--- config.mk ---
export PLATFORM = sky130hd
export DESIGN_NAME = pll_divider_search_core_flat
export DESIGN_NICKNAME = d
export VERILOG_FILES = /design/src/hdl/pdsc_pkg.sv /design/src/hdl/pdsc_intf.sv /design/src/hdl/pll_divider_search_core.sv /design/src/hdl/pdsc_div.sv /design/src/hdl/pdsc_ctrl.sv /design/src/flat_wrapper.sv
export VERILOG_INCLUDE_DIRS = /design/src /design/src/hdl
export SDC_FILE = /design/constraint.sdc
export NUM_CORES = 2
export LEC_CHECK = 0
export ABC_AREA = 1
export ABC_CLOCK_PERIOD_IN_PS = 13080
export BUFFER_PORTS_ARGS = -buffer_cell sky130_fd_sc_hd__buf_2
export CAP_MARGIN = 20
export CORE_ASPECT_RATIO = 0.9
export CORE_MARGIN = 2
export CORE_UTILIZATION = 35
export DETAILED_ROUTE_END_ITERATION = 10
export MAX_ROUTING_LAYER = met4
export PLACE_DENSITY = 0.58
export SYNTH_ARGS = -nofsm -noshare
export SYNTH_HDL_FRONTEND = slang
export SYNTH_SLANG_ARGS = --single-unit
--- constraint.sdc ---
create_clock -name clk -period 13.08 [get_ports clk]
set_input_delay 0.654 -clock clk [delete_from_list [all_inputs] [get_ports clk]]
set_output_delay 0.654 -clock clk [all_outputs]
set_load 0.02 [all_outputs]
--- src/hdl/pll_divider_search_core_assert.svh ---
// assertion macros shared by the divider search rtl
// depends on nothing; included by the modules that carry checks
`ifndef PLL_DIVIDER_SEARCH_CORE_ASSERT_SVH
`define PLL_DIVIDER_SEARCH_CORE_ASSERT_SVH

`ifndef NO_ASSERTIONS
`define PDSC_ASSERT(lbl, clk, rst_n, prop) \
	lbl: assert property (@(posedge clk) disable iff (!rst_n) prop) \
		else $error("pdsc assertion failed");
`define PDSC_NEVER(lbl, clk, rst_n, expr) \
	lbl: assert property (@(posedge clk) disable iff (!rst_n) !(expr)) \
		else $error("pdsc forbidden condition seen");
`else
`define PDSC_ASSERT(lbl, clk, rst_n, prop)
`define PDSC_NEVER(lbl, clk, rst_n, expr)
`endif

`endif

--- src/hdl/pdsc_pkg.sv ---
// types, constants and state encoding for the pll divider search
// depends on nothing
package pdsc_pkg;

	localparam int unsigned TGT_W          = 29;
	localparam int unsigned SYS_W          = 31;
	localparam int unsigned MAX_SAMPLE_DIV = 128;
	localparam int unsigned POST_DIV_MAX   = 7;
	localparam int unsigned DIV_W          = $clog2(MAX_SAMPLE_DIV + 1);
	localparam int unsigned POST_W         = $clog2(POST_DIV_MAX + 1);
	localparam int unsigned AB_W           = 2 * POST_W;
	localparam int unsigned TD_W           = TGT_W + DIV_W;
	localparam int unsigned WANT_W         = TD_W + AB_W;
	localparam int unsigned DEN_W          = SYS_W + DIV_W - 1;

	localparam int unsigned DEFAULT_SYS_I = 200000000;
	localparam int unsigned REF_I         = 12000000;
	localparam int unsigned REF_HALF_I    = 6000000;
	localparam int unsigned FB_MIN        = 16;
	localparam int unsigned FB_MAX        = 320;
	localparam int unsigned VCO_MIN       = 400000000;
	localparam int unsigned VCO_MAX       = 1600000000;

	// feedback divider window after both the divider and the vco limits
	localparam int unsigned FB_VLO = (VCO_MIN + REF_I - 1) / REF_I;
	localparam int unsigned FB_VHI = VCO_MAX / REF_I;
	localparam int unsigned FB_LO  = (FB_VLO > FB_MIN) ? FB_VLO : FB_MIN;
	localparam int unsigned FB_HI  = (FB_VHI < FB_MAX) ? FB_VHI : FB_MAX;

	localparam int unsigned FB_W       = $clog2(FB_HI + 1);
	localparam int unsigned LIM_STEPS  = $clog2(MAX_SAMPLE_DIV);
	localparam int unsigned FB_STEPS   = FB_W;
	localparam int unsigned WIDE_STEPS = SYS_W;
	localparam int unsigned CNT_W      = $clog2(WIDE_STEPS + 1);

	typedef logic [TGT_W-1:0]  tgt_t;
	typedef logic [SYS_W-1:0]  sys_t;
	typedef logic [SYS_W:0]    prod_t;
	typedef logic [DEN_W-1:0]  den_t;
	typedef logic [DEN_W:0]    den2_t;
	typedef logic [DIV_W-1:0]  dcnt_t;
	typedef logic [POST_W-1:0] post_t;
	typedef logic [AB_W-1:0]   ab_t;
	typedef logic [TD_W-1:0]   td_t;
	typedef logic [WANT_W-1:0] want_t;
	typedef logic [WANT_W:0]   sum_t;
	typedef logic [FB_W-1:0]   fb_t;
	typedef logic [CNT_W-1:0]  cnt_t;

	localparam sys_t  DEFAULT_SYS_HZ = sys_t'(DEFAULT_SYS_I);
	localparam sys_t  REF_HZ         = sys_t'(REF_I);
	localparam sum_t  REF_HALF_HZ    = sum_t'(REF_HALF_I);
	localparam sum_t  FB_LO_NUM      = sum_t'(FB_LO * REF_I);
	localparam sum_t  FB_END_NUM     = sum_t'((FB_HI + 1) * REF_I);
	localparam dcnt_t MAX_DIV        = dcnt_t'(MAX_SAMPLE_DIV);
	localparam post_t POST_MAX       = post_t'(POST_DIV_MAX);
	localparam cnt_t  LIM_CNT        = cnt_t'(LIM_STEPS);
	localparam cnt_t  FB_CNT         = cnt_t'(FB_STEPS);
	localparam cnt_t  WIDE_CNT       = cnt_t'(WIDE_STEPS);

	typedef enum logic [3:0] {
		ST_IDLE,
		ST_LIM,
		ST_LIM_W,
		ST_TD,
		ST_WANT,
		ST_CHK,
		ST_FB_W,
		ST_VCO,
		ST_SYS_W,
		ST_RATE_W,
		ST_CMP,
		ST_NEXT,
		ST_DONE
	} state_t;

	typedef struct packed {
		logic start;
		sys_t num;
		den_t den_sh;
		cnt_t steps;
	} div_req_t;

	typedef struct packed {
		logic done;
		sys_t quo;
	} div_rsp_t;

endpackage

--- src/hdl/pdsc_intf.sv ---
// valid/ready channel interfaces for the divider search items
// depends on pdsc_pkg
interface pdsc_req_if;
	logic            valid;
	logic            ready;
	pdsc_pkg::tgt_t  target_hz;
	modport source(output valid, output target_hz, input ready);
	modport sink(input valid, input target_hz, output ready);
endinterface

interface pdsc_resp_if;
	logic            valid;
	logic            ready;
	pdsc_pkg::sys_t  best_sys_hz;
	modport source(output valid, output best_sys_hz, input ready);
	modport sink(input valid, input best_sys_hz, output ready);
endinterface

--- src/hdl/pll_divider_search_core.sv ---
// Top level of the pll divider search. One item is a wanted sample rate; the block walks
// the sample divider d (1 up to min(200M/target, 128)), then p1 and p2 (1..7) and returns
// the system clock of the first candidate with the smallest rate error, or 200 MHz when
// none fits. It takes one item at a time and drops ready until the result has been handed
// to the output register. Time per item is set by the single shared restoring divider,
// which gives one quotient bit per cycle. It divides 200M by the target for the bound
// when that is under 128; a candidate rejected by the feedback-divider and vco window
// needs no divide, and each usable candidate takes an 8-bit feedback divide, then
// 31-bit divides by p1*p2 and by d.
// An exact match ends the search early.
// depends on pdsc_pkg, pdsc_intf, pdsc_div, pdsc_ctrl

module pll_divider_search_core (
	input  logic         clk,
	input  logic         arst_n,
	pdsc_req_if.sink     req,
	pdsc_resp_if.source  resp
);

	pdsc_pkg::div_req_t div_req;
	pdsc_pkg::div_rsp_t div_rsp;
	logic               res_valid;
	pdsc_pkg::sys_t     res_sys_hz;
	logic               slot_free;
	logic               out_valid_q;
	pdsc_pkg::sys_t     out_sys_q;

	assign slot_free = !out_valid_q || resp.ready;

	pdsc_ctrl u_ctrl (
		.clk        (clk),
		.arst_n     (arst_n),
		.in_valid   (req.valid),
		.target_hz  (req.target_hz),
		.in_ready   (req.ready),
		.slot_free  (slot_free),
		.res_valid  (res_valid),
		.res_sys_hz (res_sys_hz),
		.div_req    (div_req),
		.div_rsp    (div_rsp)
	);

	pdsc_div u_div (
		.clk    (clk),
		.arst_n (arst_n),
		.req    (div_req),
		.rsp    (div_rsp)
	);

	// output item register
	always_ff @(posedge clk or negedge arst_n) begin
		if (!arst_n) begin
			out_valid_q <= 1'b0;
		end else if (res_valid) begin
			out_valid_q <= 1'b1;
		end else if (resp.ready) begin
			out_valid_q <= 1'b0;
		end
	end

	always_ff @(posedge clk) begin
		if (res_valid) out_sys_q <= res_sys_hz;
	end

	assign resp.valid       = out_valid_q;
	assign resp.best_sys_hz = out_sys_q;

endmodule

--- src/hdl/pdsc_div.sv ---
// shared restoring divider, one quotient bit per cycle
// depends on pdsc_pkg and pll_divider_search_core_assert.svh
`include "pll_divider_search_core_assert.svh"

module pdsc_div (
	input  logic               clk,
	input  logic               arst_n,
	input  pdsc_pkg::div_req_t req,
	output pdsc_pkg::div_rsp_t rsp
);

	logic           busy_q;
	logic           done_q;
	pdsc_pkg::cnt_t cnt_q;
	pdsc_pkg::sys_t rem_q;
	pdsc_pkg::den_t dsh_q;
	pdsc_pkg::sys_t quo_q;
	pdsc_pkg::den_t rem_ext;
	pdsc_pkg::den2_t rem_ext2;
	pdsc_pkg::den2_t dsh_dbl;
	logic           ge;
	logic           last;

	assign rem_ext  = pdsc_pkg::den_t'(rem_q);
	assign rem_ext2 = pdsc_pkg::den2_t'(rem_q);
	assign dsh_dbl  = {dsh_q, 1'b0};
	assign ge       = rem_ext >= dsh_q;
	assign last     = busy_q && (cnt_q == pdsc_pkg::cnt_t'(1));

	always_ff @(posedge clk or negedge arst_n) begin
		if (!arst_n) begin
			busy_q <= 1'b0;
			done_q <= 1'b0;
			cnt_q  <= '0;
		end else begin
			done_q <= last && !req.start;
			if (req.start) begin
				busy_q <= 1'b1;
				cnt_q  <= req.steps;
			end else if (busy_q) begin
				cnt_q <= cnt_q - pdsc_pkg::cnt_t'(1);
				if (last) begin
					busy_q <= 1'b0;
				end
			end
		end
	end

	always_ff @(posedge clk) begin
		if (req.start) begin
			rem_q <= req.num;
			dsh_q <= req.den_sh;
			quo_q <= '0;
		end else if (busy_q) begin
			if (ge) begin
				rem_q <= rem_q - dsh_q[pdsc_pkg::SYS_W-1:0];
			end
			quo_q <= {quo_q[pdsc_pkg::SYS_W-2:0], ge};
			dsh_q <= dsh_q >> 1;
		end
	end

	assign rsp.done = done_q;
	assign rsp.quo  = quo_q;

	`PDSC_NEVER(a_start_busy, clk, arst_n, req.start && busy_q)
	`PDSC_ASSERT(a_rem_bound, clk, arst_n, busy_q |-> (rem_ext2 < dsh_dbl))
	`PDSC_ASSERT(a_done_idle, clk, arst_n, done_q |-> !busy_q)

endmodule

--- src/hdl/pdsc_ctrl.sv ---
// search sequencer: walks d, p1, p2 and keeps the best candidate
// depends on pdsc_pkg and pll_divider_search_core_assert.svh
`include "pll_divider_search_core_assert.svh"

module pdsc_ctrl (
	input  logic               clk,
	input  logic               arst_n,
	input  logic               in_valid,
	input  pdsc_pkg::tgt_t     target_hz,
	output logic               in_ready,
	input  logic               slot_free,
	output logic               res_valid,
	output pdsc_pkg::sys_t     res_sys_hz,
	output pdsc_pkg::div_req_t div_req,
	input  pdsc_pkg::div_rsp_t div_rsp
);

	pdsc_pkg::state_t state_q;
	pdsc_pkg::state_t state_d;
	logic             have_q;

	pdsc_pkg::tgt_t   target_q;
	pdsc_pkg::dcnt_t  dlim_q;
	pdsc_pkg::dcnt_t  d_q;
	pdsc_pkg::post_t  a_q;
	pdsc_pkg::post_t  b_q;
	pdsc_pkg::td_t    td_q;
	pdsc_pkg::want_t  want_q;
	pdsc_pkg::fb_t    fb_q;
	pdsc_pkg::sys_t   sys_q;
	pdsc_pkg::sys_t   rate_q;
	pdsc_pkg::sys_t   best_sys_q;
	pdsc_pkg::sys_t   best_err_q;

	pdsc_pkg::ab_t    ab_c;
	pdsc_pkg::sum_t   sum_c;
	pdsc_pkg::prod_t  vco_c;
	pdsc_pkg::td_t    lim_chk;
	pdsc_pkg::sys_t   tgt_ext;
	pdsc_pkg::sys_t   err_c;
	logic             lim_sat;
	logic             cand_ok;
	logic             better;
	logic             last_b;
	logic             last_a;
	logic             last_d;

	assign ab_c    = pdsc_pkg::ab_t'(a_q) * pdsc_pkg::ab_t'(b_q);
	assign sum_c   = pdsc_pkg::sum_t'(want_q) + pdsc_pkg::REF_HALF_HZ;
	assign cand_ok = (sum_c >= pdsc_pkg::FB_LO_NUM) && (sum_c < pdsc_pkg::FB_END_NUM);
	assign vco_c   = pdsc_pkg::prod_t'(pdsc_pkg::REF_HZ) * pdsc_pkg::prod_t'(fb_q);
	assign lim_chk = pdsc_pkg::td_t'(target_q) * pdsc_pkg::td_t'(pdsc_pkg::MAX_DIV);
	assign lim_sat = (target_q == '0) ||
		(lim_chk <= pdsc_pkg::td_t'(pdsc_pkg::DEFAULT_SYS_HZ));
	assign tgt_ext = pdsc_pkg::sys_t'(target_q);
	assign err_c   = (rate_q > tgt_ext) ? (rate_q - tgt_ext) : (tgt_ext - rate_q);
	assign better  = !have_q || (err_c < best_err_q);
	assign last_b  = b_q == pdsc_pkg::POST_MAX;
	assign last_a  = a_q == pdsc_pkg::POST_MAX;
	assign last_d  = d_q == dlim_q;

	// next state
	always_comb begin
		state_d = state_q;
		unique case (state_q)
			pdsc_pkg::ST_IDLE: begin
				if (in_valid) state_d = pdsc_pkg::ST_LIM;
			end
			pdsc_pkg::ST_LIM: begin
				state_d = lim_sat ? pdsc_pkg::ST_TD : pdsc_pkg::ST_LIM_W;
			end
			pdsc_pkg::ST_LIM_W: begin
				if (div_rsp.done) state_d = pdsc_pkg::ST_TD;
			end
			pdsc_pkg::ST_TD: begin
				state_d = pdsc_pkg::ST_WANT;
			end
			pdsc_pkg::ST_WANT: begin
				state_d = pdsc_pkg::ST_CHK;
			end
			pdsc_pkg::ST_CHK: begin
				state_d = cand_ok ? pdsc_pkg::ST_FB_W : pdsc_pkg::ST_NEXT;
			end
			pdsc_pkg::ST_FB_W: begin
				if (div_rsp.done) state_d = pdsc_pkg::ST_VCO;
			end
			pdsc_pkg::ST_VCO: begin
				state_d = pdsc_pkg::ST_SYS_W;
			end
			pdsc_pkg::ST_SYS_W: begin
				if (div_rsp.done) state_d = pdsc_pkg::ST_RATE_W;
			end
			pdsc_pkg::ST_RATE_W: begin
				if (div_rsp.done) state_d = pdsc_pkg::ST_CMP;
			end
			pdsc_pkg::ST_CMP: begin
				state_d = (better && (err_c == '0)) ? pdsc_pkg::ST_DONE : pdsc_pkg::ST_NEXT;
			end
			pdsc_pkg::ST_NEXT: begin
				if (last_b && last_a) begin
					state_d = last_d ? pdsc_pkg::ST_DONE : pdsc_pkg::ST_TD;
				end else begin
					state_d = pdsc_pkg::ST_WANT;
				end
			end
			pdsc_pkg::ST_DONE: begin
				if (slot_free) state_d = pdsc_pkg::ST_IDLE;
			end
			default: state_d = pdsc_pkg::ST_IDLE;
		endcase
	end

	// outputs and divider requests
	always_comb begin
		in_ready       = 1'b0;
		res_valid      = 1'b0;
		div_req.start  = 1'b0;
		div_req.num    = pdsc_pkg::DEFAULT_SYS_HZ;
		div_req.den_sh = pdsc_pkg::den_t'(target_q) << (pdsc_pkg::LIM_STEPS - 1);
		div_req.steps  = pdsc_pkg::LIM_CNT;
		unique case (state_q)
			pdsc_pkg::ST_IDLE: begin
				in_ready = 1'b1;
			end
			pdsc_pkg::ST_LIM: begin
				div_req.start = !lim_sat;
			end
			pdsc_pkg::ST_CHK: begin
				div_req.start  = cand_ok;
				div_req.num    = sum_c[pdsc_pkg::SYS_W-1:0];
				div_req.den_sh = pdsc_pkg::den_t'(pdsc_pkg::REF_HZ) << (pdsc_pkg::FB_STEPS - 1);
				div_req.steps  = pdsc_pkg::FB_CNT;
			end
			pdsc_pkg::ST_VCO: begin
				div_req.start  = 1'b1;
				div_req.num    = vco_c[pdsc_pkg::SYS_W-1:0];
				div_req.den_sh = pdsc_pkg::den_t'(ab_c) << (pdsc_pkg::WIDE_STEPS - 1);
				div_req.steps  = pdsc_pkg::WIDE_CNT;
			end
			pdsc_pkg::ST_SYS_W: begin
				div_req.start  = div_rsp.done;
				div_req.num    = div_rsp.quo;
				div_req.den_sh = pdsc_pkg::den_t'(d_q) << (pdsc_pkg::WIDE_STEPS - 1);
				div_req.steps  = pdsc_pkg::WIDE_CNT;
			end
			pdsc_pkg::ST_DONE: begin
				res_valid = slot_free;
			end
			default: begin
				in_ready = 1'b0;
			end
		endcase
	end

	always_ff @(posedge clk or negedge arst_n) begin
		if (!arst_n) begin
			state_q <= pdsc_pkg::ST_IDLE;
			have_q  <= 1'b0;
		end else begin
			state_q <= state_d;
			if (state_q == pdsc_pkg::ST_IDLE) begin
				have_q <= 1'b0;
			end else if (state_q == pdsc_pkg::ST_CMP && better) begin
				have_q <= 1'b1;
			end
		end
	end

	always_ff @(posedge clk) begin
		case (state_q)
			pdsc_pkg::ST_IDLE: begin
				if (in_valid) begin
					target_q   <= target_hz;
					d_q        <= pdsc_pkg::dcnt_t'(1);
					a_q        <= pdsc_pkg::post_t'(1);
					b_q        <= pdsc_pkg::post_t'(1);
					dlim_q     <= pdsc_pkg::MAX_DIV;
					best_sys_q <= pdsc_pkg::DEFAULT_SYS_HZ;
				end
			end
			pdsc_pkg::ST_LIM_W: begin
				if (div_rsp.done) begin
					dlim_q <= (div_rsp.quo == '0) ? pdsc_pkg::dcnt_t'(1)
						: div_rsp.quo[pdsc_pkg::DIV_W-1:0];
				end
			end
			pdsc_pkg::ST_TD: begin
				td_q <= pdsc_pkg::td_t'(target_q) * pdsc_pkg::td_t'(d_q);
			end
			pdsc_pkg::ST_WANT: begin
				want_q <= pdsc_pkg::want_t'(td_q) * pdsc_pkg::want_t'(ab_c);
			end
			pdsc_pkg::ST_FB_W: begin
				if (div_rsp.done) fb_q <= div_rsp.quo[pdsc_pkg::FB_W-1:0];
			end
			pdsc_pkg::ST_SYS_W: begin
				if (div_rsp.done) sys_q <= div_rsp.quo;
			end
			pdsc_pkg::ST_RATE_W: begin
				if (div_rsp.done) rate_q <= div_rsp.quo;
			end
			pdsc_pkg::ST_CMP: begin
				if (better) begin
					best_err_q <= err_c;
					best_sys_q <= sys_q;
				end
			end
			pdsc_pkg::ST_NEXT: begin
				if (last_b) begin
					b_q <= pdsc_pkg::post_t'(1);
					if (last_a) begin
						a_q <= pdsc_pkg::post_t'(1);
						d_q <= d_q + pdsc_pkg::dcnt_t'(1);
					end else begin
						a_q <= a_q + pdsc_pkg::post_t'(1);
					end
				end else begin
					b_q <= b_q + pdsc_pkg::post_t'(1);
				end
			end
			default: begin
			end
		endcase
	end

	assign res_sys_hz = best_sys_q;

	`PDSC_NEVER(a_post_zero, clk, arst_n,
		(state_q == pdsc_pkg::ST_CMP) && ((a_q == '0) || (b_q == '0) || (d_q == '0)))
	`PDSC_ASSERT(a_fb_window, clk, arst_n, (state_q == pdsc_pkg::ST_VCO) |->
		((fb_q >= pdsc_pkg::fb_t'(pdsc_pkg::FB_LO)) && (fb_q <= pdsc_pkg::fb_t'(pdsc_pkg::FB_HI))))
	`PDSC_ASSERT(a_d_bound, clk, arst_n, (state_q == pdsc_pkg::ST_CMP) |-> (d_q <= dlim_q))
	`PDSC_ASSERT(a_res_slot, clk, arst_n, res_valid |=> (state_q == pdsc_pkg::ST_IDLE))

endmodule
--- src/flat_wrapper.sv ---
// flat-port wrapper written by rule: the top's interface ports become plain ports
module pll_divider_search_core_flat 
  (clk, arst_n, req_valid, req_target_hz, req_ready, resp_valid, resp_best_sys_hz, resp_ready);
  pdsc_req_if req_i ();
  pdsc_resp_if resp_i ();
  input  logic clk;
  input  logic arst_n;
  input wire logic [$bits(req_i.valid)-1:0] req_valid;
  input wire logic [$bits(req_i.target_hz)-1:0] req_target_hz;
  output wire logic [$bits(req_i.ready)-1:0] req_ready;
  output wire logic [$bits(resp_i.valid)-1:0] resp_valid;
  output wire logic [$bits(resp_i.best_sys_hz)-1:0] resp_best_sys_hz;
  input wire logic [$bits(resp_i.ready)-1:0] resp_ready;
  assign req_i.valid = req_valid;
  assign req_i.target_hz = req_target_hz;
  assign req_ready = req_i.ready;
  assign resp_valid = resp_i.valid;
  assign resp_best_sys_hz = resp_i.best_sys_hz;
  assign resp_i.ready = resp_ready;
  pll_divider_search_core u_core (.clk(clk), .arst_n(arst_n), .req(req_i), .resp(resp_i));
endmodule
==> impl_metrics.yaml <==
run:
  maxCapViolCount: 0
sta:
  slew_viol_final: 0
  setup_viol: 0
  fmax_mhz: 143
  max_slew_margin_pct: 30.3
  tns_ns: 0
  rsz0062_at_grt: "false"
  tightest_slew_ns: 1.04
  fin_skew_ns: 0.0661
  period_share_pct: 53.4
  period_needed_ns: 6.99
  finalHoldViolations: 0
global_route:
  grt_pass1_wl_mm: 194
  grt_pass1_vias: 32700
  grt_use_total_pct: 21.8
  antenna_found_initial: 2
  grt_start_max_net_pins: 79
  grt-ovfl-total: 0
die:
  die-width_um: 363
  die_h_um: 327
  num_io_pins: 66
  start_util_pct: 35.3
  dieArea_um2: 119000
  coreArea_um2: 115000
  rows: 118
final_layout:
  drive_gt1_share_pct: 4.58
  area_growth_pct: 8.90
  fillCellCount: 11800
  nets: 5917
route:
  detail_route.vias_per_cell: 4.98
  first_pass_iters: 7
  wl_mm: 125
  final_antenna_net_count: 0
  drc: 0
  vias: 33800
  wl_per_cell_um: 18.4
  drt_iter0_drc: 3269
critical_path:
  slowest_delay_ns: 0.56
  crit_fanout: 37
  end_kind: "flip-flop"
  critPathSlowestCell: "fa_1"
  cp_data_arrival_time_ns: 7.35
  crit_required_ns: 13.44
  worst_setup_path_start_kind: "flip-flop"
  critPathBufInv: 4
  crit_family: "adder cells"
  worstSetupPathType: "reg -> reg"
synthesis:
  synthArstFlopShare_pct: 3.19
  synth-edff-count: 363
  synth_simple_gate_area_share_pct: 22.4
  post-synth-top-area-cell: "edfxtp_1"
  synth-compound-area-share_pct: 7.08
  synth_fp_nets: 5892
  synth_area_per_cell_um2: 7.78
  synth_cells: 5218
  synth_most_common_cell: "nand2_1"
  ys_ff_latch: 407
  synth_top_family_by_area: "adder cells"
  yosysWarnings: 0
  ys_types: 58
  synth_area_leaders: "edfxtp_1, fa_1, nand2_1"
  synthMuxAreaShare_pct: 0
  synth-seq-area-share_pct: 29.2
  synth-xor-area-share_pct: 3.24
  synth-adder-area-share_pct: 26.1
  synth_top_area_share_pct: 26.9
  yosys-top-cells-count: "nand2_1, inv_1, nor2_1"
  ys.flop_type: "edfxtp_1"
  netlist_area_um2: 40600
clocking:
  postCtsSetupRepairBufs: 0
  clk_path_buf_depth: 3
  cts_tree: "done"
  cts_buffers: 49
  ctsHtreeMaxLevel: 2
  clkLatencyLatePin_ns: 0.66
  cts.sink_count: 407
  clk_pin_slew_ns: 0.06
  cts-root-buf: "clkbuf_16"
outcome:
  status: "finished, final reports clean"
hold_path:
  hp-class: "in -> reg"
place:
  io_buffer_count: 65
  gp_congestion: 0.966
  dp_hpwl_mm: 98.7
[kinds of logic after synthesis]
logic type	Yosys count
and+or+nand+nor	2247
buffers and inverters	1270
adders and majority gates	641
AOI/OAI and AO/OA	503
DFF	407
xor gates and xnor gates	150
[path summary, 6_finish.rpt]
kind                                                            startpoint                               endpoint  slack [ns]  depth (start not counted)
worst min register to register  u_core.u_ctrl.res_sys_hz[24]$_SDFFCE_PN1P_  u_core.resp.best_sys_hz[24]$_DFFE_PP_        0.40                          0
min in group asynchronous                                           arst_n          u_core.resp.valid$_DFFE_PN0P_        0.48                          2
worst min-delay path                                     req_target_hz[22]   u_core.u_ctrl.target_q[22]$_DFFE_PP_        0.17                          1
worst max-delay path                    u_core.u_ctrl.a_q[0]$_SDFFCE_PP1P_     u_core.u_ctrl.want_q[27]$_DFFE_PP_        6.09                         26
max in group asynchronous                                           arst_n      u_core.u_div.cnt_q[1]$_DFFE_PN0P_       12.19                          2
worst max register to register          u_core.u_ctrl.a_q[0]$_SDFFCE_PP1P_     u_core.u_ctrl.want_q[27]$_DFFE_PP_        6.09                         26
[per-layer routing]
layer | vias up | global-route usage, % | share of wire [%]
met5 | - | - | 0
met4 | 0 | 5.46 | 2.6
met3 | 153 | 2.88 | 7.3
met2 | 1146 | 32.3 | 43
met1 | 16300 | 31.4 | 47
li1 | 16200 | - | -
[timing repair]
| item | in CTS | in global routing |
|---|---|---|
| resized for setup | 0 | 0 |
| hold endpoints to repair | 13 | 0 |
| hold buffers | 1 | 0 |
[cells in the final DEF (no fill, tap or decap), drive strengths merged, types with 3 or more instances in the layout]
master    netlist  routed
a21boi          8       8
a21o           10      10
a21oi         224     224
a221oi          6       6
a31oi          19      19
buf            31     102
bufinv          0       4
clkbuf         98      60
clkinv          1      17
clkinvlp        0       7
dfrtp          13      13
dfxtp          31      31
edfxtp        363     363
fa            343     343
ha            298     298
inv          1140    1144
nand2        1504    1504
nand3         188     188
nand3b          7       7
nand4          56      56
nor2          407     407
nor3           40      40
nor4           21      21
o2111ai         3       3
o211ai         23      23
o21a           12      12
o21ai         156     156
o21bai         14      14
o221ai         11      11
o22ai           5       5
o31ai           5       5
or2            18      18
xnor2          48      48
xor2          102     102
[stage by stage]
step                cells  cell area [um2]  util (%)  setup slack (ns)  hold slack [ns]
global placement     6691            42500      37.0              6.18            0.405
CTS                  6783            44200      38.4              6.07            0.144
floorplan            5218            40600         -              6.72            0.358
global route         6784            44200      38.4              5.54            0.157
detailed placement   6691            42500      37.0              6.12            0.405
finish               6784            44200      38.4              6.09            0.174
[area by class of cell]
cell class	instances	area (um2)	share of cell area (%)
clock inverter	31	348	0.787
sequential	407	11800	26.8
timing repair buffer	103	613	1.39
antenna	1	2.50	0.00566
tap	1500	1880	4.25
multi-input combinational	3541	23900	54.1
inverter	1141	4290	9.70
clock buffer	60	1290	2.91
[flip-flops by register name (all words and copies together) (netlist names), 8 cells and up]
register / cells
u_core.u_ctrl.want_q: 43
u_core.u_div.dsh_q: 38
u_core.u_ctrl.td_q: 37
u_core.resp.best_sys_hz: 31
u_core.u_ctrl.best_err_q: 31
u_core.u_ctrl.rate_q: 31
u_core.u_ctrl.res_sys_hz: 31
u_core.u_ctrl.sys_q: 31
u_core.u_div.quo_q: 31
u_core.u_div.rem_q: 31
u_core.u_ctrl.target_q: 29
u_core.u_ctrl.d_q: 8
u_core.u_ctrl.dlim_q: 8
u_core.u_ctrl.fb_q: 8
[worst reg2reg max path, delay by kind of cell (launching register included)]
family / cells / cell delay, ns
DFF: 1 / 0.43
and+or+nand+nor: 8 / 0.95
adders and majority gates: 7 / 3.06
AOI/OAI and AO/OA: 7 / 1.74
buffers and inverters: 4 / 0.58
Power is not shown: default switching activity piles up to over one toggle a cycle in this logic, so the estimate is an artifact.
